$ cat src/hdl/atr_pkg.sv
// Shared constants, types and the ratio-product helper for the atan2 angle pipeline.
// Depends on nothing; every other file of the block imports it.
package atr_pkg;

   localparam int IN_BITS             = 16;
   localparam int ANGLE_FRACTION_BITS = 7;
   localparam int OUT_BITS            = ANGLE_FRACTION_BITS + 9;

   localparam int RATIO_BITS  = 16;
   localparam int RATIO_SHIFT = RATIO_BITS + 1;
   localparam int RQ_BITS     = RATIO_SHIFT + 1;
   localparam logic [RATIO_BITS-1:0] RATIO_MAX = {RATIO_BITS{1'b1}};

   localparam int RATIO_STEPS_PER_STAGE = 3;
   localparam int RATIO_STAGES =
      (RATIO_SHIFT + RATIO_STEPS_PER_STAGE - 1) / RATIO_STEPS_PER_STAGE;

   localparam int COEF_BITS = 32;
   localparam logic [COEF_BITS-1:0] COEF1 = 32'd338;
   localparam logic [COEF_BITS-1:0] COEF2 = 32'd1073713441;
   localparam logic [COEF_BITS-1:0] COEF3 = 32'd158312570;
   localparam logic [COEF_BITS-1:0] COEF4 = 32'd332840025;
   localparam logic [COEF_BITS-1:0] COEF5 = 32'd54011108;
   localparam logic [COEF_BITS-1:0] COEF6 = 32'd157951624;
   localparam logic [COEF_BITS-1:0] COEF7 = 32'd691988024;
   localparam logic [COEF_BITS-1:0] Q_ONE = 32'd1073741824;

   localparam int K_BITS = 30;
   localparam logic [K_BITS-1:0] DEG_K = 30'd961263669;

   localparam int PROD_W     = COEF_BITS + K_BITS;
   localparam int SUM_W      = PROD_W + 1;
   localparam int DEG_SHIFT  = 24 - ANGLE_FRACTION_BITS;

   localparam int ANGLE_STEPS_PER_STAGE = 2;
   localparam int ANGLE_STAGES =
      (OUT_BITS + ANGLE_STEPS_PER_STAGE - 1) / ANGLE_STEPS_PER_STAGE;

   localparam logic [OUT_BITS-1:0] FOLD_90  = OUT_BITS'(90)  << ANGLE_FRACTION_BITS;
   localparam logic [OUT_BITS-1:0] FOLD_180 = OUT_BITS'(180) << ANGLE_FRACTION_BITS;

   typedef struct packed {
      logic y_gt_x;
      logic x_neg;
      logic y_neg;
   } atr_flags_type;

   // Product with a Q0.16 ratio, rounded half up back to the coefficient format.
   function automatic logic [COEF_BITS-1:0] mul_ratio(input logic [COEF_BITS-1:0] a,
                                                      input logic [RATIO_BITS-1:0] r);
      logic [COEF_BITS+RATIO_BITS:0] p;
      p = (COEF_BITS+RATIO_BITS+1)'(a) * (COEF_BITS+RATIO_BITS+1)'(r);
      p = p + (COEF_BITS+RATIO_BITS+1)'(1 << (RATIO_BITS - 1));
      return p[COEF_BITS+RATIO_BITS-1:RATIO_BITS];
   endfunction

endpackage

$ cat src/hdl/atr_angle_div.sv
// Degree scaling and pipelined restoring divider giving the first-octant angle.
// Depends on atr_pkg.
module atr_angle_div (
   input  logic                             clock,
   input  logic                             reset,
   input  logic                             en,
   input  logic                             in_valid,
   input  logic [atr_pkg::COEF_BITS-1:0]    num,
   input  logic [atr_pkg::COEF_BITS-1:0]    den,
   input  atr_pkg::atr_flags_type           in_flags,
   output logic                             out_valid,
   output logic [atr_pkg::OUT_BITS-1:0]     mag,
   output atr_pkg::atr_flags_type           out_flags
);
   import atr_pkg::*;

   logic                 pv_ff;
   atr_flags_type        pflags_ff;
   logic [PROD_W-1:0]    prod_ff;
   logic [COEF_BITS-1:0] pden_ff;

   logic [SUM_W-1:0]     sum, xd;

   logic                 valid_ff [0:ANGLE_STAGES];
   atr_flags_type        flags_ff [0:ANGLE_STAGES];
   logic [COEF_BITS-1:0] rem_ff   [0:ANGLE_STAGES];
   logic [OUT_BITS-1:0]  low_ff   [0:ANGLE_STAGES];
   logic [OUT_BITS-1:0]  quo_ff   [0:ANGLE_STAGES];
   logic [COEF_BITS-1:0] den_ff   [0:ANGLE_STAGES];

   logic [COEF_BITS-1:0] rem_in [1:ANGLE_STAGES];
   logic [OUT_BITS-1:0]  low_in [1:ANGLE_STAGES];
   logic [OUT_BITS-1:0]  quo_in [1:ANGLE_STAGES];

   // Rounding term is half the scaled divisor; dividing by den << DEG_SHIFT
   // equals dividing the shifted-down sum by den.
   always_comb begin
      sum = SUM_W'(prod_ff) + (SUM_W'(pden_ff) << (DEG_SHIFT - 1));
      xd  = sum >> DEG_SHIFT;
   end

   for (genvar s = 1; s <= ANGLE_STAGES; s++) begin : g_step
      always_comb begin : step_blk
         logic [COEF_BITS:0]   sh;
         logic [COEF_BITS-1:0] r;
         logic [OUT_BITS-1:0]  lw;
         logic [OUT_BITS-1:0]  q;
         r  = rem_ff[s-1];
         lw = low_ff[s-1];
         q  = quo_ff[s-1];
         for (int k = 0; k < ANGLE_STEPS_PER_STAGE; k++) begin
            if ((s - 1) * ANGLE_STEPS_PER_STAGE + k < OUT_BITS) begin
               sh = {r, lw[OUT_BITS-1]};
               lw = {lw[OUT_BITS-2:0], 1'b0};
               if (sh >= {1'b0, den_ff[s-1]}) begin
                  sh = sh - {1'b0, den_ff[s-1]};
                  q  = {q[OUT_BITS-2:0], 1'b1};
               end else begin
                  q  = {q[OUT_BITS-2:0], 1'b0};
               end
               r = sh[COEF_BITS-1:0];
            end
         end
         rem_in[s] = r;
         low_in[s] = lw;
         quo_in[s] = q;
      end
   end

   always_ff @(posedge clock) begin
      if (reset) begin
         pv_ff <= 1'b0;
         for (int i = 0; i <= ANGLE_STAGES; i++) valid_ff[i] <= 1'b0;
      end else if (en) begin
         pv_ff       <= in_valid;
         valid_ff[0] <= pv_ff;
         for (int i = 1; i <= ANGLE_STAGES; i++) valid_ff[i] <= valid_ff[i-1];
      end
   end

   always_ff @(posedge clock) begin
      if (en) begin
         prod_ff     <= PROD_W'(num) * PROD_W'(DEG_K);
         pden_ff     <= den;
         pflags_ff   <= in_flags;
         rem_ff[0]   <= xd[OUT_BITS+COEF_BITS-1:OUT_BITS];
         low_ff[0]   <= xd[OUT_BITS-1:0];
         quo_ff[0]   <= '0;
         den_ff[0]   <= pden_ff;
         flags_ff[0] <= pflags_ff;
         for (int i = 1; i <= ANGLE_STAGES; i++) begin
            rem_ff[i]   <= rem_in[i];
            low_ff[i]   <= low_in[i];
            quo_ff[i]   <= quo_in[i];
            den_ff[i]   <= den_ff[i-1];
            flags_ff[i] <= flags_ff[i-1];
         end
      end
   end

   assign out_valid = valid_ff[ANGLE_STAGES];
   assign mag       = quo_ff[ANGLE_STAGES];
   assign out_flags = flags_ff[ANGLE_STAGES];

endmodule

$ cat config.mk
export PLATFORM = sky130hd
export DESIGN_NAME = atr_angle_div
export DESIGN_NICKNAME = d
export VERILOG_FILES = /design/src/hdl/atr_pkg.sv /design/src/hdl/atr_angle_div.sv
export SDC_FILE = /design/constraint.sdc
export NUM_CORES = 2
export LEC_CHECK = 0
export BUFFER_PORTS_ARGS = -buffer_cell sky130_fd_sc_hd__buf_2
export CAP_MARGIN = 20
export CORE_MARGIN = 1
export CORE_UTILIZATION = 55
export DETAILED_ROUTE_END_ITERATION = 8
export MAX_ROUTING_LAYER = met4
export PLACE_DENSITY = 0.75
export SYNTH_ARGS = -nofsm -noshare
export SYNTH_HDL_FRONTEND = slang
export SYNTH_SLANG_ARGS = --single-unit
$ cat constraint.sdc
create_clock -name clock -period 17.4 [get_ports clock]
set_input_delay 1.74 -clock clock [delete_from_list [all_inputs] [get_ports clock]]
set_output_delay 1.74 -clock clock [all_outputs]
set_load 0.03 [all_outputs]
## Word-level counts from Yosys, hierarchy flattened

Memory sizes are Yosys's and may differ from the RTL's.
Cells that the tools add are included.

| word-level totals | value |
|---|---|
| latch bits | 0 |
| input port bits | 71 |
| memories kept | 6 |
| RAM bits | 900 |
| logic and storage cells | 102 |
| memory bits (read-only) | 0 |
| output and inout bits | 20 |
| flip-flop bits (word level) | 98 |

Memories:

| name | depth | width | read ports | clocked after memory_dff | wr ports | RTL line | text |
|---|---|---|---|---|---|---|---|
| den_ff | 9 | 32 | 8 | 0 | 9 | atr_angle_div.sv:29 | `logic [COEF_BITS-1:0] den_ff [0:ANGLE_STAGES];` |
| rem_ff | 9 | 32 | 8 | 0 | 9 | atr_angle_div.sv:26 | `logic [COEF_BITS-1:0] rem_ff [0:ANGLE_STAGES];` |
| low_ff | 9 | 16 | 8 | 0 | 9 | atr_angle_div.sv:27 | `logic [OUT_BITS-1:0] low_ff [0:ANGLE_STAGES];` |
| quo_ff | 9 | 16 | 9 | 0 | 9 | atr_angle_div.sv:28 | `logic [OUT_BITS-1:0] quo_ff [0:ANGLE_STAGES];` |
| flags_ff | 9 | 3 | 9 | 0 | 9 | atr_angle_div.sv:25 | `atr_flags_type flags_ff [0:ANGLE_STAGES];` |
| valid_ff | 9 | 1 | 9 | 0 | 9 | atr_angle_div.sv:24 | `logic valid_ff [0:ANGLE_STAGES];` |

| operators by class | value |
|---|---|
| order comparisons | 16 |
| add/subtract/negate cells | 17 |
| divide/modulo/power cells | 0 |
| multiply operators | 1 |
| bitwise operators | 9 |
| muxes and demuxes | 47 |
| shift-type cells | 0 |
| equal/unequal tests | 0 |
| reduce and logical (&&, ||, !) cells | 0 |

Operator list:

| operator | number |
|---|---|
| $ge A33 B32 Y1 | 16 |
| $mux W32 | 16 |
| $sub A32 B32 Y32 | 16 |
| $add A62 B48 Y63 | 1 |
| $mul A32 B30 Y62 const B | 1 |
| $mux W1 | 31 |
| $or A1 B1 Y1 | 9 |

## Depth between registers and ports, before layout

An unclocked memory read counts as a cell.

| logic depth | value |
|---|---|
| word-level depth | 5 |
| depth in mapped cells | 29 |
| mapped depth without buffers | 26 |

## Least setup slack after synthesis

OpenSTA, ideal clock, no wires.

| path | value |
|---|---|
| path type | input to register |
| start | input port num[1] (netlist bit) |
| end | register prod_ff[60], data pin |
| data required time | 17.142 ns |
| data arrival time | 8.600 ns |
| buffers on the path | 0 |
| slack | 8.542 ns |
| cell stages on the path | 26 |
| setup time | 0.258 ns |
| cell sequence | inv_1 -> fa_1 -> inv_1 -> fa_1 -> fa_1 -> inv_1 -> fa_1 -> inv_1 -> fa_1 -> fa_1 -> fa_1 -> inv_1 -> fa_1 -> inv_1 -> ha_1 -> a21o_1 -> a21o_1 -> a21oi_1 -> o21ai_0 -> a221oi_1 -> o211ai_1 -> a31oi_1 -> or4_1 -> or3b_1 -> a21oi_1 -> xnor2_1 |

| on the way | value |
|---|---|
| word-level cells in the longest chain between the ends | 1 |

RTL lines:

| item | RTL line | text |
|---|---|---|
| start, declared | atr_angle_div.sv:8 | `input logic [atr_pkg::COEF_BITS-1:0] num,` |
| $mul A32 B30 Y62 | atr_angle_div.sv:83 | `prod_ff <= PROD_W'(num) * PROD_W'(DEG_K);` |
| end signal, assigned | atr_angle_div.sv:83 |  |
| end, declared | atr_angle_div.sv:19 | `logic [PROD_W-1:0] prod_ff;` |

Every way passes these cells.
A chain may end at the register's enable or synchronous reset.

## Worst setup path after layout

| path | value |
|---|---|
| start | input port num[2] (netlist bit) |
| end | register prod_ff[60], data pin |

Same word-level chain as after synthesis.

==> results.txt <==
The run finished with clean final reports. The vias after detailed routing came out at 51840. The post-DP HPWL is 149600 um.

STA classifies the critical path startpoint as an input port. The worst path arrival time is 9.59 ns. The total grt overflow is 0.

The worst clock skew on the final layout came out at 0.04745 ns. The per-instance average area after synthesis came out at 10.30 um^2. In the post-synthesis netlist, the biggest area contributors are sky130_fd_sc_hd__edfxtp_1, sky130_fd_sc_hd__ha_1, sky130_fd_sc_hd__fa_1. The routability congestion estimate is 1.010. The beginning of the worst register-to-register path is den_ff[0][40]$_DFFE_PP_. The detailed-route wire length per cell is 20.76 um. The final setup violation count came out at 0. The cell at the root of the clock tree is sky130_fd_sc_hd__clkbuf_16.

The headroom to the max-slew limit is 23.08%. The die is 362.4 um tall. The buffer levels on the longest clock path is 3. The average via count per standard cell is 5.876. The floorplan die area came out at 131300 um^2.

The portion of the post-synthesis area used by sequential elements came out at 32.43%. The share of flip-flops with an asynchronous set or reset after synthesis is 0%. Before CTS, the worst setup slack after placement is 7.590 ns. The biggest area consumer among synthesized cells is sky130_fd_sc_hd__edfxtp_1. The endpoint identified for the worst register-to-register timing path is rem_ff[0][92]$_DFFE_PP_. The global-route wire length before repair came out at 283300 um. The path with the worst hold slack has its endpoint at low_ff[0][111]$_DFFE_PP_. The clock-pin slew reported for the worst setup and hold paths after clock tree synthesis came out at 0.06 ns. Dividing the final minimum period by the clock period gives 52.57%. The starting density of the core is 55.74%.

The reg-to-reg setup timing slack came out at 9.17 ns. The number of global-route vias before repair came out at 50700. Global routing used 28.54% of the available tracks. The post-route DRC violation count came out at 0. The netlist area before placement is 71450 um^2. The total negative setup slack came out at 0 ns. The region available for standard cell placement spans 128200 um^2. The area of combinational cells with multiple inputs came out at 43990 um^2. Setup repair after global routing left no endpoint under its margin. The detailed-router iteration count before antenna repair is 5. The total clock sinks came out at 772. STA classifies the critical path endpoint as a register. Among all stages on the critical path, the largest delay is contributed by sky130_fd_sc_hd__fa_1. The count of buffer and inverter cells on the critical path came out at 7. The cell depth of the worst hold path is 0. The required time at the worst-slack endpoint came out at 17.84 ns. The number of antenna violations at the first check in global routing is 4. TritonCTS built the clock tree. The smallest setup slack after layout is 8.253 ns. For the pin with the worst max-slew slack, the measured transition is 1.139 ns. Counting distinct cell types in the post-synthesis netlist gives 102.

The shortest period the worst path allows is 9.147 ns. The delay of the slowest critical-path stage is 0.56 ns. The tightest min-delay check is of the register to register type. The top achievable clock speed is 0.1093 GHz. The number of H-tree levels came out at 3. The max-cap violation count is 0. The cell family contributing the most delay on the critical path is adder cells. The pin count of the biggest net entering global routing is 184. The hold violation count in the final report is 0.

Synthesis inferred 772 register bits. The clock insertion delay at the later pin of the skew report came out at 0.70 ns. Synthesis produced 6936 cells. The number of warning messages in the yosys log is 0. Leaving out fill and tap cells, the most frequent cell in the layout is sky130_fd_sc_hd__inv_1. The number of max-slew violations in the final report is 0. The top cell types in the final layout, fill and taps aside, are sky130_fd_sc_hd__inv_1, sky130_fd_sc_hd__ha_1, sky130_fd_sc_hd__edfxtp_1. During I/O placement, the number of pins put on the boundary was 91. The worst hold path begins at low_ff[0][93]$_DFFE_PP_. The number of nets with antenna violations after detailed routing is 0. The depth of the most critical reg-to-reg path came out at 21. The maximum fanout along the worst path came out at 9. The synthesized design contains 771 enable-type register cells. The signed area change from the synthesized netlist to the final layout came out at 7.306%. The share of cells above drive strength 1 came out at 7.178%. The horizontal extent of the die is 362.4 um. The DRC marker count from the first detailed-route iteration came out at 4195.

The total routed wirelength came out at 183100 um. The number of standard-cell rows in the floorplan came out at 131. The worst hold-check slack is 0.3893 ns.

Hold repair after CTS inserted 0 buffers. The number of inserted filler cells in the final layout is 10780. The count of instances resized after the clock tree is built is 0. In this design, the critical path's most frequently occurring cell is sky130_fd_sc_hd__fa_1.

The most used flip-flop cell after synthesis is sky130_fd_sc_hd__edfxtp_1. The number of input and output port buffers inserted is 90. In this run the post-CTS setup repair buffer count came out at 0. The footprint of the flip-flops and latches is 23170 um^2. The net count after synthesis came out at 8313.

The top cell type's share of synthesized area is 32.40%. The layout net count is 8397. The number of CTS-inserted buffers came out at 86. The critical path is of the input port to register type.
==> kinds of logic (layout without fill, tap and decap cells) <==
logic type / count (synthesis) / after routing / synth area share, %
buf+inv: 1112 / 1267 / 6.066
xor+xnor: 493 / 493 / 6.043
simple gates: 1336 / 1336 / 9.064
compound gates: 1620 / 1620 / 14.62
fa+ha+maj: 1306 / 1306 / 26.80
other cells: 0 / 2 / 0
flops: 772 / 772 / 32.43
mux: 297 / 297 / 4.973
==> final cells by class <==
type,instances,share of cell area [%]
inverter,992,4.860
timing repair buffer,116,0.8878
clock buffer,99,2.898
tap,1729,2.822
sequential,772,30.22
antenna,2,0.006528
multi-input combinational,5052,57.38
clock inverter,60,0.9221
==> how the worst max path moves through the flow <==
| stage | slack (ns) | depth (start not counted) | start | to |
|---|---|---|---|---|
| 2_1_floorplan | 8.54 | 26 | num[1] | prod_ff[60]$_DFFE_PP_ |
| 3_3_place_gp | 7.60 | 27 | num[2] | prod_ff[60]$_DFFE_PP_ |
| 3_5_place_dp | 7.59 | 27 | num[2] | prod_ff[60]$_DFFE_PP_ |
| 4_1_cts | 8.30 | 27 | num[2] | prod_ff[60]$_DFFE_PP_ |
| 5_1_grt | 7.89 | 27 | num[2] | prod_ff[60]$_DFFE_PP_ |
| 6_report | 8.25 | 27 | num[2] | prod_ff[60]$_DFFE_PP_ |
==> state kept, by name, indices dropped and copies added (netlist names) <==
name	count
pden_ff	32
prod_ff	46
flags_ff	27
pflags_ff	3
rem_ff	254
pv_ff	1
quo_ff	72
valid_ff	9
den_ff	256
low_ff	72
==> metrics by stage <==
stage	utilization (%)	cell area, um^2	std cells
finish	59.81	76670	8822
global route	59.81	76670	8822
CTS	59.79	76640	8819
detailed placement	57.51	73710	8660
global placement	57.51	73710	8660
floorplan	-	71450	6936
==> metal layers <==
metal	track usage [%]	wire length [um]	share of wire [%]	vias up
met5	-	0	0	-
met4	11.05	7453	4.1	0
met3	3.465	10340	5.6	327
met2	44.98	84840	46	1537
met1	37.65	80500	44	25070
li1	-	-	-	24900
==> cells in the mapped netlist (17+ instances only) <==
master                     count
sky130_fd_sc_hd__buf_2        21
sky130_fd_sc_hd__o211ai_1     39
sky130_fd_sc_hd__nor2_1      351
sky130_fd_sc_hd__nand2_1     366
sky130_fd_sc_hd__a21boi_0     20
sky130_fd_sc_hd__xor2_1      157
sky130_fd_sc_hd__o21a_1       79
sky130_fd_sc_hd__a21o_1      250
sky130_fd_sc_hd__ha_1        932
sky130_fd_sc_hd__mux2_4       63
sky130_fd_sc_hd__nor4_1       18
sky130_fd_sc_hd__xnor2_1     336
sky130_fd_sc_hd__nand2b_1     62
sky130_fd_sc_hd__clkbuf_1     73
sky130_fd_sc_hd__or3_1        26
sky130_fd_sc_hd__nand3_1     114
sky130_fd_sc_hd__mux2_1       82
sky130_fd_sc_hd__edfxtp_1    771
sky130_fd_sc_hd__and4_1       18
sky130_fd_sc_hd__and3_1       55
sky130_fd_sc_hd__o31a_1       17
sky130_fd_sc_hd__and2_1       33
sky130_fd_sc_hd__inv_1       990
sky130_fd_sc_hd__o21ai_1      20
sky130_fd_sc_hd__o21bai_1     64
sky130_fd_sc_hd__a31oi_1      50
sky130_fd_sc_hd__nor2b_1      76
sky130_fd_sc_hd__o31ai_1      31
sky130_fd_sc_hd__mux2i_1      22
sky130_fd_sc_hd__a211oi_1     43
sky130_fd_sc_hd__o21ai_0     293
sky130_fd_sc_hd__mux2_2      130
sky130_fd_sc_hd__a21oi_1     523
sky130_fd_sc_hd__a211o_1      22
sky130_fd_sc_hd__nor3_1       73
sky130_fd_sc_hd__nand4_1      83
sky130_fd_sc_hd__fa_1        374
==> worst reg2reg max path: stages (launching register included) <==
cell and delay (ns):
sky130_fd_sc_hd__edfxtp_1 0.44, sky130_fd_sc_hd__inv_1 0.12, sky130_fd_sc_hd__ha_1 0.30, sky130_fd_sc_hd__a211o_1 0.34, sky130_fd_sc_hd__nor3_1 0.15, sky130_fd_sc_hd__o211ai_1 0.28, sky130_fd_sc_hd__a311oi_2 0.46, sky130_fd_sc_hd__o31ai_1 0.25
sky130_fd_sc_hd__a211oi_4 0.75, sky130_fd_sc_hd__buf_4 0.44, sky130_fd_sc_hd__mux2_2 0.41, sky130_fd_sc_hd__ha_1 0.35, sky130_fd_sc_hd__a21oi_1 0.26, sky130_fd_sc_hd__a21oi_1 0.15, sky130_fd_sc_hd__nor3_1 0.42, sky130_fd_sc_hd__nor2_1 0.11
sky130_fd_sc_hd__a221oi_1 0.64, sky130_fd_sc_hd__o21ai_1 0.21, sky130_fd_sc_hd__a221o_1 0.39, sky130_fd_sc_hd__nand2_1 0.22, sky130_fd_sc_hd__nand2_2 0.62, sky130_fd_sc_hd__mux2_1 0.64
Power is left out: the tool's default activity adds up to more than one toggle a clock period on the data nets, which glitch-free logic cannot reach.
