==> config.mk <==
export PLATFORM = sky130hd
export DESIGN_NAME = atr_ratio_div
export DESIGN_NICKNAME = d
export VERILOG_FILES = /design/src/hdl/atr_pkg.sv /design/src/hdl/atr_ratio_div.sv
export SDC_FILE = /design/constraint.sdc
export NUM_CORES = 1
export LEC_CHECK = 0
export BUFFER_PORTS_ARGS = -buffer_cell sky130_fd_sc_hd__clkbuf_2
export CAP_MARGIN = 15
export CORE_MARGIN = 2
export CORE_UTILIZATION = 60
export DETAILED_ROUTE_END_ITERATION = 8
export GPL_TIMING_DRIVEN = 0
export MAX_ROUTING_LAYER = met4
export PLACE_DENSITY_LB_ADDON = 0.1
export SYNTH_ARGS = -nofsm -noshare
export SYNTH_HDL_FRONTEND = slang
export SYNTH_SLANG_ARGS = --single-unit
==> constraint.sdc <==
create_clock -name clock -period 10.29 [get_ports clock]
set_clock_uncertainty 0.15 [all_clocks]
set_input_delay 1.029 -clock clock [delete_from_list [all_inputs] [get_ports clock]]
set_output_delay 1.029 -clock clock [all_outputs]
set_load 0.005 [all_outputs]
==> src/hdl/atr_pkg.sv <==
// Shared constants, types and the ratio-product helper for the atan2 angle pipeline.
// Depends on nothing; every other file of the block imports it.
package atr_pkg;

   localparam int IN_BITS             = 16;
   localparam int ANGLE_FRACTION_BITS = 7;
   localparam int OUT_BITS            = ANGLE_FRACTION_BITS + 9;

   localparam int RATIO_BITS  = 16;
   localparam int RATIO_SHIFT = RATIO_BITS + 1;
   localparam int RQ_BITS     = RATIO_SHIFT + 1;
   localparam logic [RATIO_BITS-1:0] RATIO_MAX = {RATIO_BITS{1'b1}};

   localparam int RATIO_STEPS_PER_STAGE = 3;
   localparam int RATIO_STAGES =
      (RATIO_SHIFT + RATIO_STEPS_PER_STAGE - 1) / RATIO_STEPS_PER_STAGE;

   localparam int COEF_BITS = 32;
   localparam logic [COEF_BITS-1:0] COEF1 = 32'd338;
   localparam logic [COEF_BITS-1:0] COEF2 = 32'd1073713441;
   localparam logic [COEF_BITS-1:0] COEF3 = 32'd158312570;
   localparam logic [COEF_BITS-1:0] COEF4 = 32'd332840025;
   localparam logic [COEF_BITS-1:0] COEF5 = 32'd54011108;
   localparam logic [COEF_BITS-1:0] COEF6 = 32'd157951624;
   localparam logic [COEF_BITS-1:0] COEF7 = 32'd691988024;
   localparam logic [COEF_BITS-1:0] Q_ONE = 32'd1073741824;

   localparam int K_BITS = 30;
   localparam logic [K_BITS-1:0] DEG_K = 30'd961263669;

   localparam int PROD_W     = COEF_BITS + K_BITS;
   localparam int SUM_W      = PROD_W + 1;
   localparam int DEG_SHIFT  = 24 - ANGLE_FRACTION_BITS;

   localparam int ANGLE_STEPS_PER_STAGE = 2;
   localparam int ANGLE_STAGES =
      (OUT_BITS + ANGLE_STEPS_PER_STAGE - 1) / ANGLE_STEPS_PER_STAGE;

   localparam logic [OUT_BITS-1:0] FOLD_90  = OUT_BITS'(90)  << ANGLE_FRACTION_BITS;
   localparam logic [OUT_BITS-1:0] FOLD_180 = OUT_BITS'(180) << ANGLE_FRACTION_BITS;

   typedef struct packed {
      logic y_gt_x;
      logic x_neg;
      logic y_neg;
   } atr_flags_type;

   // Product with a Q0.16 ratio, rounded half up back to the coefficient format.
   function automatic logic [COEF_BITS-1:0] mul_ratio(input logic [COEF_BITS-1:0] a,
                                                      input logic [RATIO_BITS-1:0] r);
      logic [COEF_BITS+RATIO_BITS:0] p;
      p = (COEF_BITS+RATIO_BITS+1)'(a) * (COEF_BITS+RATIO_BITS+1)'(r);
      p = p + (COEF_BITS+RATIO_BITS+1)'(1 << (RATIO_BITS - 1));
      return p[COEF_BITS+RATIO_BITS-1:RATIO_BITS];
   endfunction

endpackage

==> src/hdl/atr_ratio_div.sv <==
// Magnitude split and pipelined restoring divider forming the Q0.16 min/max ratio.
// Depends on atr_pkg.
module atr_ratio_div (
   input  logic                               clock,
   input  logic                               reset,
   input  logic                               en,
   input  logic                               in_valid,
   input  logic [atr_pkg::IN_BITS-1:0]        y_value,
   input  logic [atr_pkg::IN_BITS-1:0]        x_value,
   output logic                               out_valid,
   output logic [atr_pkg::RATIO_BITS-1:0]     ratio,
   output atr_pkg::atr_flags_type             out_flags
);
   import atr_pkg::*;

   logic [IN_BITS-1:0] ay, ax, hi, lo, rem0;
   logic               top_bit;
   atr_flags_type      flags0;

   logic                valid_ff [0:RATIO_STAGES];
   logic [IN_BITS-1:0]  rem_ff   [0:RATIO_STAGES];
   logic [IN_BITS-1:0]  hi_ff    [0:RATIO_STAGES];
   logic [RQ_BITS-1:0]  quo_ff   [0:RATIO_STAGES];
   logic                zero_ff  [0:RATIO_STAGES];
   atr_flags_type       flags_ff [0:RATIO_STAGES];

   logic [IN_BITS-1:0]  rem_in [1:RATIO_STAGES];
   logic [RQ_BITS-1:0]  quo_in [1:RATIO_STAGES];

   logic                    out_valid_ff;
   logic [RATIO_BITS-1:0]   ratio_ff, ratio_in;
   atr_flags_type           out_flags_ff;
   logic [RQ_BITS:0]        rounded;

   always_comb begin
      ay = y_value[IN_BITS-1] ? IN_BITS'(~y_value + 1'b1) : y_value;
      ax = x_value[IN_BITS-1] ? IN_BITS'(~x_value + 1'b1) : x_value;
      flags0.y_gt_x = ay > ax;
      flags0.x_neg  = x_value[IN_BITS-1];
      flags0.y_neg  = y_value[IN_BITS-1];
      hi = flags0.y_gt_x ? ay : ax;
      lo = flags0.y_gt_x ? ax : ay;
      // The leading quotient bit is set only when both magnitudes are equal.
      top_bit = lo >= hi;
      rem0 = top_bit ? IN_BITS'(lo - hi) : lo;
   end

   for (genvar s = 1; s <= RATIO_STAGES; s++) begin : g_step
      always_comb begin : step_blk
         logic [IN_BITS:0]   sh;
         logic [IN_BITS-1:0] r;
         logic [RQ_BITS-1:0] q;
         r = rem_ff[s-1];
         q = quo_ff[s-1];
         for (int k = 0; k < RATIO_STEPS_PER_STAGE; k++) begin
            if ((s - 1) * RATIO_STEPS_PER_STAGE + k < RATIO_SHIFT) begin
               sh = {r, 1'b0};
               if (sh >= {1'b0, hi_ff[s-1]}) begin
                  sh = sh - {1'b0, hi_ff[s-1]};
                  q  = {q[RQ_BITS-2:0], 1'b1};
               end else begin
                  q  = {q[RQ_BITS-2:0], 1'b0};
               end
               r = sh[IN_BITS-1:0];
            end
         end
         rem_in[s] = r;
         quo_in[s] = q;
      end
   end

   always_comb begin
      rounded = ({1'b0, quo_ff[RATIO_STAGES]} + 1'b1) >> 1;
      if (zero_ff[RATIO_STAGES]) begin
         ratio_in = '0;
      end else if (rounded > (RQ_BITS+1)'(RATIO_MAX)) begin
         ratio_in = RATIO_MAX;
      end else begin
         ratio_in = rounded[RATIO_BITS-1:0];
      end
   end

   always_ff @(posedge clock) begin
      if (reset) begin
         for (int i = 0; i <= RATIO_STAGES; i++) valid_ff[i] <= 1'b0;
         out_valid_ff <= 1'b0;
      end else if (en) begin
         valid_ff[0] <= in_valid;
         for (int i = 1; i <= RATIO_STAGES; i++) valid_ff[i] <= valid_ff[i-1];
         out_valid_ff <= valid_ff[RATIO_STAGES];
      end
   end

   always_ff @(posedge clock) begin
      if (en) begin
         rem_ff[0]   <= rem0;
         hi_ff[0]    <= hi;
         quo_ff[0]   <= {{(RQ_BITS-1){1'b0}}, top_bit};
         zero_ff[0]  <= hi == '0;
         flags_ff[0] <= flags0;
         for (int i = 1; i <= RATIO_STAGES; i++) begin
            rem_ff[i]   <= rem_in[i];
            hi_ff[i]    <= hi_ff[i-1];
            quo_ff[i]   <= quo_in[i];
            zero_ff[i]  <= zero_ff[i-1];
            flags_ff[i] <= flags_ff[i-1];
         end
         ratio_ff     <= ratio_in;
         out_flags_ff <= flags_ff[RATIO_STAGES];
      end
   end

   assign out_valid = out_valid_ff;
   assign ratio     = ratio_ff;
   assign out_flags = out_flags_ff;

endmodule

# After elaboration in Yosys (flattened, before gate mapping)
# Memory sizes are Yosys's and may differ from the RTL's. A register that Yosys moved wholly into a read port is not among the register bits.
# Cells that the tools add are included.
[classes]
addsub = 21
n_reduce_logical = 1
bitwise = 9
mux = 53
n_lt_le_gt_ge = 20
[op_table]
columns = ["operator", "count"]
rows = [
  ["2-to-1 mux 16 bit", 23],
  [">= comparator 17 x 16 -> 1 bit", 17],
  ["subtractor 16 bit", 18],
  ["adder 16 x 1 -> 16 bit (second input constant)", 2],
  ["inverter 16 bit", 2],
  ["2-to-1 mux 1 bit", 30],
  ["adder 18 x 1 -> 19 bit (second input constant)", 1],
  ["greater-than comparator 18 x 16 -> 1 bit (second input constant)", 1],
  [">= comparator 16 bit", 1],
  ["greater-than comparator 16 bit", 1],
  ["logical NOT 16 bit", 1],
  ["bitwise OR 1 bit", 7],
]
[word_totals]
mem_count = 6
mem_bits_rw = 385
in_bits = 36
regBits = 16
[memory_table]
columns = ["memory", "depth", "word_bits", "rd", "rd_ports_with_merged_regs", "wr", "line", "source"]
rows = [
  ["quo_ff", 7, 18, 7, 0, 7, "atr_ratio_div.sv:23", "logic [RQ_BITS-1:0] quo_ff [0:RATIO_STAGES];"],
  ["hi_ff", 7, 16, 6, 0, 7, "atr_ratio_div.sv:22", "logic [IN_BITS-1:0] hi_ff [0:RATIO_STAGES];"],
  ["rem_ff", 7, 16, 6, 0, 7, "atr_ratio_div.sv:21", "logic [IN_BITS-1:0] rem_ff [0:RATIO_STAGES];"],
  ["flags_ff", 7, 3, 7, 1, 7, "atr_ratio_div.sv:25", "atr_flags_type flags_ff [0:RATIO_STAGES];"],
  ["valid_ff", 7, 1, 7, 1, 7, "atr_ratio_div.sv:20", "logic valid_ff [0:RATIO_STAGES];"],
  ["zero_ff", 7, 1, 7, 0, 7, "atr_ratio_div.sv:24", "logic zero_ff [0:RATIO_STAGES];"],
]

# Longest topological paths before layout
# Gate-level depths: netlist of the first run.
[logic_depth]
word_depth = 7
depth_mapped = 39

# Least setup slack after synthesis of the first run
# OpenSTA, ideal clock, no wires.
[synth_path]
path_kind = "reg-to-reg"
startpoint = "memory hi_ff[4][1]"
endpoint = "memory rem_ff[5][11] (data pin)"
setup_ns = 0.260
n_path_buf = 4
arrival_time_ns = 7.892
slack_ns = 1.988
path_stages_with_launch = 38
path_cell_list = "edfxtp_1 -> inv_1 -> ha_1 -> nor2b_1 -> o21a_1 -> o21ai_1 -> a21oi_1 -> o211ai_1 -> a31oi_1 -> a41o_1 -> clkbuf_1 -> mux2_2 -> ha_1 -> o21ai_0 -> a21oi_1 -> o21ai_1 -> a211oi_1 -> or3_1 -> [... 2 more ...] -> and3_1 -> buf_2 -> buf_1 -> nor2_1 -> ha_1 -> nor2b_1 -> o21ai_1 -> a21boi_1 -> o21ai_1 -> a21oi_1 -> a31o_2 -> o41a_1 -> a41o_1 -> or3_1 -> a31oi_1 -> a21boi_4 -> buf_6 -> mux2_2"
[synth_rtl]
columns = ["element", "line"]
rows = [
  ["from (decl)", "atr_ratio_div.sv:22"],
  ["to (decl)", "atr_ratio_div.sv:21"],
]

==> flow_summary_export.csv, run 1 <==
group,metric,value,unit
die,row_count,77,
clock_tree,htreeDepth,2,
synth,ys_seq_elements,316,
clock_tree,cts_hold_buffers,0,
sta,slew_headroom,38.0,%
setup_path,required,10.42,ns
sta,min_period_over_period,96.3,%
layout,drive_gt1_share,12.4,%
synth,ys_async_sr_fraction,0,%
global_route,grt_pass1_vias,20500,
synth,yosysSeqAreaShare,35.7,%
sta,setup_violations,0,
setup_path,cpPeakStageDelay,0.44,ns
placement,gp_congestion,1.04,
die,die-area,45900,um2
synth,synth_nets,3035,
setup_path,end_kind,"flop",
sta,drv_slew,0,
sta,fin_crit,9.91,ns
placement,dp.cells,3361,
global_route,grt_start_max_net_pins,129,
global_route,track_usage,30.2,%
setup_path,rrSetupSlack,0.38,ns
setup_path,arrival,10.04,ns
setup_path,rr_startpoint,"hi_ff[4][1]$_DFFE_PP_",
die,start_util,60.4,%
clock_tree,clockBufferDepth,3,
outcome,status,"complete, no violations",
placement,portBuffers,55,
clock_tree,cts_root_buf,"clkbuf_16",
drt,drt-total-wl,68500,um
drt,vias,21200,
setup_path,path_max_fanout,10,
global_route,grt_pass1_wl,108000,um
synth,ys_warn_count,0,
setup_path,crit_start,"hi_ff[4][1]$_DFFE_PP_",
drt,ant_nets,0,
drt,wl_per_cell,19.9,um
synth,synth_cells,2712,
synth,synthDistinctLibCells,106,
setup_path,critPathLaunchType,"flop",
synth,synth-edff-count,315,
global_route,antenna_found_initial,0,
die,die_w,214,um
sta,finalHoldViolCount,0,
synth,synthTopCellsByArea,"edfxtp_1, ha_1, mux2_2, xnor2_1, a21oi_1",
layout,stdcell_count,3436,
clock_tree,clk_latency,0.56,ns
clock_tree,cts_num_sinks,316,
hold_path,min_from,"quo_ff[2][1]$_DFFE_PP_",
hold_path,hold_class,"flop to flop",
synth,synth.avg_cell_area,9.78,um2
synth,synth_flop_cell,"edfxtp_1",
sta,fmax,0.101,GHz
drt,firstDrtPassIters,5,
setup_path,cpMaxStageDelayCell,"edfxtp_1",
synth,synth_most_common_cell,"edfxtp_1",
synth,synth.cells.most_frequent,"edfxtp_1, ha_1, nor2_1",
layout,fillers,3621,
die,io_pins,56,
drt,drc,0,
setup_path,critical_path_class,"flop to flop",
drt,drt_iter0_markers,1497,
clock_tree,clk_pin_slew,0.06,ns
clock_tree,tritoncts,"yes",
sta,worst_slew_pin_slew,0.923,ns
placement,place_hpwl,53900,um
flow_run,max-cap-violations,0,
layout,final_nets,3140,
synth,yosysTopAreaCellShare,35.7,%
clock_tree,cts_made_buffers,36,
synth,synth_top_area_cell,"edfxtp_1",
drt,via_per_inst,6.17,
die,dieHeight,214,um
layout,antenna_cells,0,
global_route,grt-ovfl-total,0,
synth,netlist_area,26500,um2
setup_path,crit_top_cell,"o21ai_1",
layout,area_growth,8.79,%
die,core-area,43900,um2
[final timing paths]
check,endpoint,cells after the start
max reg2reg,rem_ff[5][12]$_DFFE_PP_,38
min reg2reg,quo_ff[3][4]$_DFFE_PP_,0
min,quo_ff[3][4]$_DFFE_PP_,0
max,rem_ff[5][12]$_DFFE_PP_,38
[layout by cell type (no fill, tap or decap), drive strengths merged, types with 47 or more instances in the layout]
cell type and n:
o21a 50, nand2 157, nor2b 47, clkbuf 123, a21oi 223, a21o 100
inv 172, xor2 90, edfxtp 315, ha 281, xnor2 149, o21ai 155
nand3 47, nor3 58, mux2 142, nor2 225, buf 47
[through the flow]
step	hold slack (ns)	area [um2]	setup TNS (ns)	setup slack (ns)	util [%]
CTS	0.266	28700	0	0.00600	65.4
finish	0.265	28800	0	0.383	65.7
global route	0.270	28800	-0.0808	-0.0236	65.7
floorplan	0.250	26500	0	1.99	-
global placement	0.250	27500	-0.733	-0.130	62.7
detailed placement	0.255	27600	-0.816	-0.143	62.8
[routing by layer]
metal	track usage, %	up-vias	part of all wire (%)
met5	-	-	0
met4	10.5	0	3.1
met3	2.43	124	4.7
met2	49.9	584	48
met1	39.3	10200	45
li1	-	10300	-
[flip-flops by register name, indices dropped and copies added (netlist names)]
signal	flops
flags_ff	21
hi_ff	96
out_flags	3
out_valid	1
quo_ff	69
ratio	16
rem_ff	96
valid_ff	7
zero_ff	7
[layout make-up]
| type | instances | area, um2 | area share (%) |
|---|---|---|---|
| multi-input cells | 2166 | 16100 | 55.9 |
| flip-flops and latches | 316 | 9480 | 32.9 |
| clock buffers | 42 | 923 | 3.20 |
| well taps | 592 | 741 | 2.57 |
| inverters | 169 | 634 | 2.20 |
| repair buffers | 69 | 429 | 1.49 |
| plain buffers | 59 | 315 | 1.09 |
| clock inverters | 23 | 214 | 0.742 |
[critical path: cells and delay by family (launching register included)]
| family | cells | cell delay, ns |
|---|---|---|
| compound gates | 20 | 4.76 |
| simple gates | 9 | 1.84 |
| buf+inv | 5 | 1.17 |
| fa+ha+maj | 3 | 0.89 |
| flops | 1 | 0.44 |
| mux | 1 | 0.38 |
[what timing repair did]
| action | CTS | global route |
|---|---|---|
| setup endpoints to repair | 8 | 69 |
| pin swaps | 0 | 3 |
| setup buffers | 0 | 12 |
| resized for setup | 1 | 23 |
[kinds of logic (layout without fill, tap and decap cells)]
logic type	count (synthesis)	in the layout	share of synthesized area (%)
mux	154	154	6.50
simple gates	745	745	14.0
xor+xnor	239	239	7.92
fa+ha+maj	287	287	13.7
compound gates	741	741	18.6
flops	316	316	35.7
buf+inv	230	362	3.55
Power of run 1 is not shown: default switching activity piles up to over one toggle a cycle in this logic, so the estimate is an artifact.
==> inputs of run 2 (changes only) <==
==> constraint.sdc (replaced) <==
create_clock -name clock -period 9.3 [get_ports clock]
set_clock_uncertainty 0.15 [all_clocks]
set_input_delay 0.93 -clock clock [delete_from_list [all_inputs] [get_ports clock]]
set_output_delay 0.93 -clock clock [all_outputs]
set_load 0.005 [all_outputs]
==> run 2 against run 1 <==
  * Sequential share of layout area down 0.26 points
  * Die area unchanged
  * Non-clock buffer count up 9
  * Via count up 0.40%
  * Global-route usage up 0.067 points
==> flow_summary_export.csv, run 2 (synthesis gave the netlist of run 1 again) <==
group,metric,value,unit
die,row_count,77,
sta,fin_setup_tns,0,ns
clock_tree,tritoncts,"yes",
placement,portBuffers,55,
sta,finalHoldViolCount,0,
global_route,grt_pass1_vias,20500,
layout,stdcell_count,3445,
hold_path,hold_class,"flop to flop",
sta,slew_headroom,36.0,%
setup_path,path_max_fanout,10,
hold_path,min_from,"quo_ff[2][1]$_DFFE_PP_",
layout,fin_util,66.2,%
sta,drv_slew,0,
setup_path,crit_buf_inv,5,
placement,place_ws,-1.13,ns
setup_path,rr_startpoint,"hi_ff[4][1]$_DFFE_PP_",
setup_path,cpPeakStageDelay,0.43,ns
setup_path,required,9.43,ns
sta,worst_slew_pin_slew,0.953,ns
die,die_w,214,um
global_route,grt-ovfl-total,0,
setup_path,critical-path-top-delay-family,"compound AO/OA/AOI/OAI gates",
layout,final_nets,3149,
sta,worst_slack,0.319,ns
die,core-area,43900,um2
sta,min_period_over_period,96.6,%
setup_path,arrival,9.11,ns
clock_tree,cts_made_buffers,36,
placement,dp.cells,3361,
drt,wl_per_cell,20.0,um
die,start_util,60.4,%
setup_path,end_kind,"flop",
clock_tree,htreeDepth,2,
global_route,grt_start_max_net_pins,129,
global_route,track_usage,30.3,%
drt,via_per_inst,6.18,
setup_path,rrSetupSlack,0.32,ns
die,die-area,45900,um2
drt,vias,21300,
placement,place_hpwl,53900,um
hold_path,min_to,"quo_ff[3][4]$_DFFE_PP_",
flow_run,max-cap-violations,0,
drt,drt_iter0_markers,1581,
setup_path,crit_start,"hi_ff[4][1]$_DFFE_PP_",
setup_path,cpMaxStageDelayCell,"edfxtp_1",
layout,antenna_cells,0,
layout,layout.cells.most_common,"edfxtp_1",
global_route,grt_pass1_wl,108000,um
layout,top_regs,"hi_ff: 96 flops, rem_ff: 96 flops, quo_ff: 69 flops",
sta,setup_violations,0,
global_route,antenna_found_initial,0,
setup_path,worst_r2r_path_depth,37,
clock_tree,cts_num_sinks,316,
drt,ant_nets,0,
drt,firstDrtPassIters,5,
setup_path,reg2reg_to,"rem_ff[5][12]$_DFFE_PP_",
layout,area_growth,9.66,%
drt,drc,0,
layout,drive_gt1_share,13.8,%
die,dieHeight,214,um
clock_tree,clockBufferDepth,3,
layout,layout_common_cells,"edfxtp_1, ha_1, nor2_1, a21oi_1, inv_1",
setup_path,critical_path_class,"flop to flop",
clock_tree,cts_root_buf,"clkbuf_16",
clock_tree,clk_pin_slew,0.06,ns
die,io_pins,56,
hold_path,hold_depth,0,
placement,gp_congestion,1.04,
drt,drt-total-wl,68900,um
clock_tree,clk_latency,0.56,ns
sta,fin_crit,8.98,ns
setup_path,critPathLaunchType,"flop",
sta,fmax,0.111,GHz
outcome,status,"complete, no violations",
==> run 2: cell types whose count changed in the layout (fill, tap and decap cells not counted), moves of 4 or more <==
cell / change
inv_1: -4
inv_2: +4
buf_6: +4
o21ai_0: -7
buf_4: +9
a21oi_2: +6
a21oi_1: -6
o21ai_2: +6
==> run 2: worst max path at each step <==
stage,end,depth (start not counted),slack (ns)
after floorplan,rem_ff[5][11]$_DFFE_PP_,37,1.0
after global placement,rem_ff[1][14]$_DFFE_PP_,37,-1.12
after detailed placement,rem_ff[1][13]$_DFFE_PP_,37,-1.13
after CTS,rem_ff[3][11]$_DFFE_PP_,36,0.002
after global routing,rem_ff[5][12]$_DFFE_PP_,38,-0.01
final,rem_ff[5][12]$_DFFE_PP_,37,0.32
==> run 2: repair_timing <==
item	4_1_cts	5_1_grt
buffers inserted	6	14
endpoints found under the setup margin	75	84
pin swaps	3	9
gates resized for setup	24	54
hold buffers	0	0
==> run 2: area by class of cell <==
type | instances | area [um2]
clock inverter | 23 | 214
buffer | 60 | 360
timing repair buffer | 77 | 489
clock buffer | 42 | 923
multi-input combinational | 2166 | 16200
tap | 592 | 741
sequential | 316 | 9480
inverter | 169 | 634
fill | 3602 | 14900
==> run 2: worst reg2reg max path, delay by kind of cell (launching register included) <==
kind	cells	cell delay, ns
AOI/OAI and AO/OA	19	4.02
adders and majority gates	3	0.91
and+or+nand+nor	9	1.96
muxes	1	0.38
DFF	1	0.43
buffers and inverters	5	0.87
==> run 2: layer usage <==
| layer | GRT usage [%] | wire length, um | part of all wire (%) | vias up |
|---|---|---|---|---|
| li1 | - | - | - | 10300 |
| met1 | 39.4 | 30200 | 44 | 10200 |
| met2 | 50.3 | 32900 | 48 | 640 |
| met3 | 2.43 | 3580 | 5.2 | 126 |
| met4 | 10.1 | 2130 | 3.1 | 0 |
| met5 | - | 0 | 0 | - |
==> run 2: per-stage QoR <==
stage / area [um2] / hold WS (ns)
5_1_grt: 29100 / 0.270
6_report: 29100 / 0.265
3_3_place_gp: 27500 / 0.250
2_1_floorplan: 26500 / 0.250
4_1_cts: 28800 / 0.266
3_5_place_dp: 27600 / 0.255
Power of run 2 is left out for the same reason.
==> inputs of run 3 (changes only) <==
--- a/config.mk
+++ b/config.mk
@@ -7,12 +7,15 @@
 export LEC_CHECK = 0
 export BUFFER_PORTS_ARGS = -buffer_cell sky130_fd_sc_hd__clkbuf_2
 export CAP_MARGIN = 15
+export CORE_ASPECT_RATIO = 0.75
 export CORE_MARGIN = 2
 export CORE_UTILIZATION = 60
 export DETAILED_ROUTE_END_ITERATION = 8
 export GPL_TIMING_DRIVEN = 0
 export MAX_ROUTING_LAYER = met4
 export PLACE_DENSITY_LB_ADDON = 0.1
+export RECOVER_POWER = 100
+export SKIP_LAST_GASP = 1
 export SYNTH_ARGS = -nofsm -noshare
 export SYNTH_HDL_FRONTEND = slang
 export SYNTH_SLANG_ARGS = --single-unit
==> run 3 against run 2 <==
  * Sequential share of layout area fell by 0.095 points
  * Flip-flop and latch count stayed put
  * Global-route usage is 1.2 points higher
  * Core utilization up 0.82 points
  * Clock-buffer cell count down 5
  * Critical path depth is 1 lower
  * Non-clock buffer count rose by 8
  * Routed wire length up 3.8%
  * Critical path type unchanged
  * Critical endpoint is now rem_ff[5][8]$_DFFE_PP_
  * Largest cell class unchanged
==> flow_summary_export.csv, run 3 (synthesis gave the netlist of run 1 again) <==
group,metric,value,unit
flow_run,max-cap-violations,0,
setup_path,cpPeakStageDelay,0.46,ns
clock_tree,cts_num_sinks,316,
drt,via_per_inst,6.34,
hold_path,hold_class,"flop to flop",
setup_path,critical_path_class,"flop to flop",
die,io_pins,56,
sta,fin_setup_tns,0,ns
layout,layout.cells.most_common,"edfxtp_1",
setup_path,required,9.43,ns
global_route,grt_start_max_net_pins,117,
drt,drt_iter0_markers,2124,
drt,vias,21800,
outcome,status,"complete, no violations",
clock_tree,cts_root_buf,"clkbuf_16",
clock_tree,tritoncts,"yes",
sta,drv_slew,0,
layout,drive_gt1_share,14.2,%
global_route,grt_pass1_wl,110000,um
clock_tree,cts_made_buffers,34,
die,die-area,45900,um2
clock_tree,clk_pin_slew,0.06,ns
die,row_count,66,
layout,final_nets,3155,
drt,drc,0,
die,start_util,60.9,%
placement,portBuffers,55,
drt,ant_nets,0,
global_route,track_usage,31.5,%
global_route,grt-ovfl-total,0,
sta,setup_violations,0,
layout,top_regs,"hi_ff: 96 flops, rem_ff: 96 flops, quo_ff: 69 flops",
drt,drt-total-wl,71500,um
setup_path,path_max_fanout,10,
global_route,antenna_found_initial,0,
setup_path,cpMaxStageDelayCell,"o41a_1",
clock_tree,cts_hold_buffers,0,
sta,rsz0062_at_grt,"yes",
die,die_w,247,um
sta,fin_crit,9.07,ns
drt,firstDrtPassIters,5,
die,dieHeight,186,um
layout,antenna_cells,0,
sta,finalHoldViolCount,0,
layout,layout_common_cells,"edfxtp_1, ha_1, nor2_1, a21oi_1, inv_1",
layout,area_growth,9.98,%
placement,place_hpwl,55700,um
die,core-area,43500,um2
setup_path,crit_top_cell,"ha_1",
setup_path,critPathLaunchType,"flop",
setup_path,arrival,9.21,ns
sta,fmax,0.110,GHz
sta,slew_headroom,31.4,%
clock_tree,clockBufferDepth,3,
global_route,grt_pass1_vias,19900,
clock_tree,htreeDepth,2,
sta,worst_slew_pin_slew,1.02,ns
clock_tree,clk_latency,0.56,ns
sta,min_period_over_period,97.6,%
drt,wl_per_cell,20.8,um
placement,gp_congestion,0.981,
setup_path,end_kind,"flop",
-- run 3: cell count changes in the layout (fill, tap and decap cells not counted), sizes merged --
cell	delta
clkbuf	-7
buf	+10
clkinv	-1
clkinvlp	+3
bufinv	-1
-- run 3: critical path, delay by kind of cell, from the launching register on --
family          cells  cell delay [ns]
mux                 1             0.32
compound gates     18             4.11
simple gates        8             1.81
fa+ha+maj           3             0.99
buf+inv             6             1.00
flops               1             0.42
-- run 3: final cells by class --
| type | count | area (um2) |
|---|---|---|
| Clock buffer | 37 | 862 |
| Sequential cell | 316 | 9480 |
| Inverter | 169 | 634 |
| Buffer | 60 | 360 |
| Clock inverter | 24 | 199 |
| Multi-Input combinational cell | 2166 | 16300 |
| Tap cell | 578 | 723 |
| Timing Repair Buffer | 85 | 567 |
| Fill cell | 3456 | 14400 |
-- run 3: final timing paths --
kind	from	end	slack, ns	depth (start not counted)
setup reg to reg	hi_ff[4][7]$_DFFE_PP_	rem_ff[5][8]$_DFFE_PP_	0.23	36
hold / removal	zero_ff[3]$_DFFE_PP_	zero_ff[4]$_DFFE_PP_	0.26	0
setup / recovery	hi_ff[4][7]$_DFFE_PP_	rem_ff[5][8]$_DFFE_PP_	0.23	36
hold reg to reg	zero_ff[3]$_DFFE_PP_	zero_ff[4]$_DFFE_PP_	0.26	0
-- run 3: metal layers --
metal  share of wire, %  routed length [um]  global-route usage [%]
met1                 50               35600                    49.5
met3                8.5                6060                    4.47
met4                1.6                1170                    5.98
met2                 40               28700                    42.7
met5                  0                   0                       -
-- run 3: what timing repair did --
action | 4_1_cts | 5_1_grt
gates cloned | 0 | 1
setup buffers | 6 | 21
gates resized for setup | 28 | 67
pin swaps | 2 | 14
setup endpoints to repair | 74 | 84
-- run 3: per-stage QoR --
| step | setup WS, ns | area [um2] | hold WS [ns] | instances | utilization [%] |
|---|---|---|---|---|---|
| 5_1_grt | -0.114 | 29200 | 0.266 | 3435 | 67.0 |
| 3_5_place_dp | -1.02 | 27600 | 0.255 | 3347 | 63.4 |
| 2_1_floorplan | 0.998 | 26500 | 0.250 | 2712 | - |
| 3_3_place_gp | -1.07 | 27500 | 0.252 | 3345 | 63.2 |
| 6_report | 0.227 | 29200 | 0.261 | 3435 | 67.0 |
| 4_1_cts | 0.0165 | 28800 | 0.264 | 3414 | 66.1 |
Power of run 3 is left out for the same reason.
